===== src/hw/rtl/gbf_pkg.sv =====
// Package for the Gaussian bump field evaluator: widths, register codes,
// and the exp(-r2) lookup table built at elaboration. No dependencies.
package gbf_pkg;

  localparam int EXP_TABLE_ENTRIES = 256;
  localparam int EXP_K_W   = $clog2(EXP_TABLE_ENTRIES);
  localparam int EXP_IDX_W = $clog2(EXP_TABLE_ENTRIES + 1);
  localparam int EXP_P_W   = 32 + EXP_K_W;

  localparam int CFG_IDX_W  = 4;
  localparam int CFG_DATA_W = 32;

  typedef enum logic [CFG_IDX_W-1:0] {
    REG_BASE_COEF  = 4'd0,
    REG_BUMP_DEPTH = 4'd1,
    REG_CENTER_X   = 4'd2,
    REG_CENTER_Y   = 4'd3,
    REG_INV_W_X    = 4'd4,
    REG_INV_W_Y    = 4'd5,
    REG_CELL_X     = 4'd6,
    REG_CELL_Y     = 4'd7
  } cfg_reg_e;

  typedef logic [16:0] exp_tab_t [EXP_TABLE_ENTRIES+1];

  // Integer quotient by restoring shift and subtract, evaluated at elaboration
  function automatic logic [63:0] div_u64(input logic [63:0] num, input logic [63:0] den);
    logic [63:0] q;
    logic [64:0] rem;
    q   = '0;
    rem = '0;
    for (int b = 63; b >= 0; b--) begin
      rem = {rem[63:0], num[b]};
      if (rem >= {1'b0, den}) begin
        rem  = rem - {1'b0, den};
        q[b] = 1'b1;
      end
    end
    return q;
  endfunction

  // Build exp(-64 n / N) in Q.16: Taylor series for exp(-1/N), six squarings,
  // then repeated multiplication, all in Q.62 with floor products.
  function automatic exp_tab_t build_exp_tab();
    logic [63:0]  t;
    logic [63:0]  sum;
    logic [63:0]  s;
    logic [63:0]  e;
    logic [127:0] pr;
    exp_tab_t     tab;
    t   = 64'h4000_0000_0000_0000;
    sum = t;
    for (int k = 1; k < 64; k++) begin
      if (t != 64'd0) begin
        t = div_u64(t, 64'(k) * 64'(EXP_TABLE_ENTRIES));
        if (k[0]) sum = sum - t;
        else      sum = sum + t;
      end
    end
    s = sum;
    for (int n = 0; n < 6; n++) begin
      pr = {64'd0, s} * {64'd0, s};
      s  = pr[125:62];
    end
    e = 64'h4000_0000_0000_0000;
    for (int n = 0; n <= EXP_TABLE_ENTRIES; n++) begin
      tab[n] = 17'((e + 64'h0000_2000_0000_0000) >> 46);
      pr     = {64'd0, e} * {64'd0, s};
      e      = pr[125:62];
    end
    return tab;
  endfunction

  localparam exp_tab_t EXP_TAB = build_exp_tab();

endpackage


===== src/hw/rtl/gbf_scale.sv =====
// Final scaling C0*(1 - a*E) with two roundings, two register stages.
// Depends on gbf_pkg.
module gbf_scale
  import gbf_pkg::*;
(
  input  logic               clk_i,
  input  logic               en_i,
  input  logic        [31:0] c0_i,
  input  logic signed [17:0] a_i,
  input  logic        [16:0] ev_i,
  output logic signed [35:0] coefficient_o
);

  logic signed [35:0] ae;
  logic signed [36:0] m;
  logic signed [36:0] m_r;
  logic signed [20:0] m16_q;
  logic signed [53:0] cm;
  logic signed [53:0] cm_r;
  logic signed [35:0] res_q;

  // Stage 9: m = 1 - a*E in Q.32, round to Q.16
  always_comb begin
    ae  = a_i * $signed({1'b0, ev_i});
    m   = 37'sh1_0000_0000 - 37'(ae);
    m_r = (m + 37'sh8000) >>> 16;
  end

  // Stage 10: multiply by C0, round to Q19.16
  always_comb begin
    cm   = $signed({1'b0, c0_i}) * m16_q;
    cm_r = cm + 54'sh8000;
  end

  always_ff @(posedge clk_i) begin
    if (en_i) begin
      m16_q <= m_r[20:0];
      res_q <= cm_r[51:16];
    end
  end

  assign coefficient_o = res_q;

endmodule


===== config.mk =====
export PLATFORM = sky130hd
export DESIGN_NAME = gbf_scale
export DESIGN_NICKNAME = d
export VERILOG_FILES = /design/src/hw/rtl/gbf_pkg.sv /design/src/hw/rtl/gbf_scale.sv
export SDC_FILE = /design/constraint.sdc
export NUM_CORES = 2
export LEC_CHECK = 0
export BUFFER_PORTS_ARGS = -buffer_cell sky130_fd_sc_hd__buf_2
export CAP_MARGIN = 20
export CORE_MARGIN = 3
export CORE_UTILIZATION = 43
export DETAILED_ROUTE_END_ITERATION = 10
export PLACE_DENSITY_LB_ADDON = 0.08
export SKIP_LAST_GASP = 1
export SYNTH_ARGS = -nofsm -noshare
export SYNTH_HDL_FRONTEND = slang
export SYNTH_SLANG_ARGS = --single-unit

===== constraint.sdc =====
create_clock -name clk_i -period 8 [get_ports clk_i]
set_clock_uncertainty 0.2 [all_clocks]
set_input_delay 1.2 -clock clk_i [delete_from_list [all_inputs] [get_ports clk_i]]
set_output_delay 1.2 -clock clk_i [all_outputs]
set_load 0.02 [all_outputs]

==> impl_metrics.toml <==
[detailed_routing]
routed_wl_microns = 88400
remaining_drc_errors = 0
ant_nets = 0
drt_iter0_drc = 846
viasPerCell = 4.76
drt_pass1_iterations = 5
via_count = 23600
wl_per_cell_microns = 17.8

[cells_and_area]
diodes = 0
areaGrowthSynthToFinish_pct = 13.1
drive_gt1_share_pct = 12.5
fillerInstances = 7717
fin_nets = 5179
final_common_cell = "inv_1"
multi_input_area_sq_mm = 0.0289
final_cell_mix = "inv_1, fa_1, nand2_1"
stdcell_area_sq_mm = 0.0391
regArea_sq_mm = 0.00171

[die]
die_h_microns = 289
start_util_pct = 43.6
die_w_microns = 289
rows = 103
die_area_sq_mm = 0.0837
core_sq_mm = 0.0793
io_pins = 105

[sta]
max_slew_margin_pct = 39.3
setup_viol = 0
holdWs_ns = 1.23
final_hold_viol_count = 0
min_period_ns = 7.87
finalMaxSlewViolations = 0
tightest_slew_ns = 0.911
min_period_over_period_pct = 98.3
max_freq_mhz = 127

[synthesis]
netlist_area_sq_mm = 0.0345
synthArstFlopShare_pct = 0
synthDistinctLibCells = 48
syn_area_per_cell_sq_um = 9.45
synthCells = 3652
ys.flop_type = "edfxtp_1"
synth-seq-area-share_pct = 4.96
ys_ff_latch = 57
ys_warn_count = 0
synth_nets = 4925
synth_edf_count = 57

[clock_network]
clk_path_buf_depth = 2
cts.htree.levels = 3
cts-root-buf = "clkbuf_16"
cts_buffers = 9
clkSinkCount = 57
path_clk_slew_ns = 0.07
clock_latency_ns = 0.38
cts_tree = "built"

[global_route]
globalRoute.totalOverflow = 0
met3_usage_pct = 2.23
grt_max_degree = 58
grt_usage_pct = 22.5
grt.busiest_layer = "met2"
grt_pass1_wl_microns = 145000
grt_pass1_vias = 26500
grt_antenna_before_repair = 3
use_met2_pct = 40.8
grt_util_met1_pct = 28.8

[worst_setup_path]
end_kind = "flop"
worst-setup-path-type = "input pin to flop"
required_ns = 7.94
crit_arrival_ns = 7.80
cp_common_cell = "fa_1"
cp_slowest_cell = "fa_1"
worstPathMaxFanout = 5
cp_slowest_stage_delay_ns = 0.54
cp-start-kind = "input pin"
cp_cell_sequence = "clkbuf_4 > and2_4 > fa_1 > inv_1 > fa_1 > inv_1 > fa_1 > fa_1 > fa_1 > fa_1 > inv_1 > fa_1 > inv_1 > ha_4 > nand2_2 > or3_4 > a211o_4 > a211oi_4 > a21oi_4 > o21ai_4 > nand4_1 > o21ai_2 > a2111oi_2 > nand4b_1"

[worst_hold_path]
hold_class = "input pin to flop"

[placed_design]
hpwl_microns = 78600
place_area_sq_mm = 0.0383
gp_congestion = 0.822
io_buffers = 104

[run]
max-cap-violations = 0

[run_status]
status = "complete, no violations"
==> Yosys cell counts, types with 9 or more instances <==
cell type    n  area, sq um
nand2b_1    16          100
o21ai_0     14         70.1
inv_1      966         3630
nand4_1     14         87.6
edfxtp_1    57         1710
xnor2_1     44          385
ha_1       308         3850
nor2_1      32          120
xor2_1      25          219
fa_1       896        17900
and2_1     460         2880
nand3_1      9         45.0
a21oi_1     47          235
a21o_1      35          263
clkbuf_1   165          619
nand2_1    499         1870
==> per-layer routing <==
metal,share of wire [%],wire length (microns)
met1,43,38000
met2,52,45700
met3,2.5,2170
met4,2.8,2500
met5,0,0
==> registers in the layout, indices dropped and copies added (netlist names) <==
register,cells
coefficient_o,36
m16_q,21
==> layout make-up <==
class | count | share of cell area (%)
flip-flops and latches | 57 | 4.38
repair buffers | 410 | 8.14
clock inverters | 6 | 0.211
multi-input cells | 2460 | 74.0
inverters | 968 | 9.30
clock buffers | 10 | 0.586
well taps | 1050 | 3.36
==> cell families (layout without fill, tap and decap cells) <==
group / count (synthesis) / count (layout) / share of synthesized area (%)
buffers and inverters: 1135 / 1394 / 12.3
xor gates and xnor gates: 69 / 69 / 1.75
and+or+nand+nor: 1048 / 1048 / 15.1
AOI/OAI and AO/OA: 139 / 139 / 2.69
DFF: 57 / 57 / 4.96
adders and majority gates: 1204 / 1204 / 63.1
==> per-stage QoR <==
stage | TNS, ns | setup WS, ns | util, % | instances
3_3_place_gp | -22.01 | -1.25 | 48.3 | 4946
2_1_floorplan | 0 | 0.152 | - | 3652
6_report | 0 | 0.133 | 49.3 | 4961
4_1_cts | -0.0110 | -0.0110 | 48.9 | 4956
5_1_grt | -0.120 | -0.0652 | 49.3 | 4961
3_5_place_dp | -21.89 | -1.23 | 48.3 | 4946
==> what timing repair did <==
action | in CTS | in global routing
endpoints found under the setup margin | 23 | 16
pin swaps | 20 | 38
endpoints found under the hold margin | 0 | 0
hold buffers | 0 | 0
gates resized for setup | 49 | 61
buffers inserted | 2 | 5
==> worst paths after layout <==
path	end	cells past startpoint	startpoint	slack, ns
worst max-delay path	coefficient_o[32]	24	c0_i[18]	0.13
worst min-delay path	coefficient_o[0]	1	en_i	1.23
worst max register to register	coefficient_o[32]	25	m16_q[20]	0.26
worst min register to register	coefficient_o[35]	7	m16_q[20]	1.25
==> worst max-delay path: cells and delay by family <==
| family | cells | cell delay, ns |
|---|---|---|
| adder cells (fa/ha/maj) | 8 | 3.78 |
| AO/OA/AOI/OAI | 6 | 1.40 |
| AND/OR/NAND/NOR | 5 | 1.03 |
| buffers and inverters | 5 | 0.38 |
Power is not shown: default switching activity piles up to over one toggle a cycle in this logic, so the estimate is an artifact.
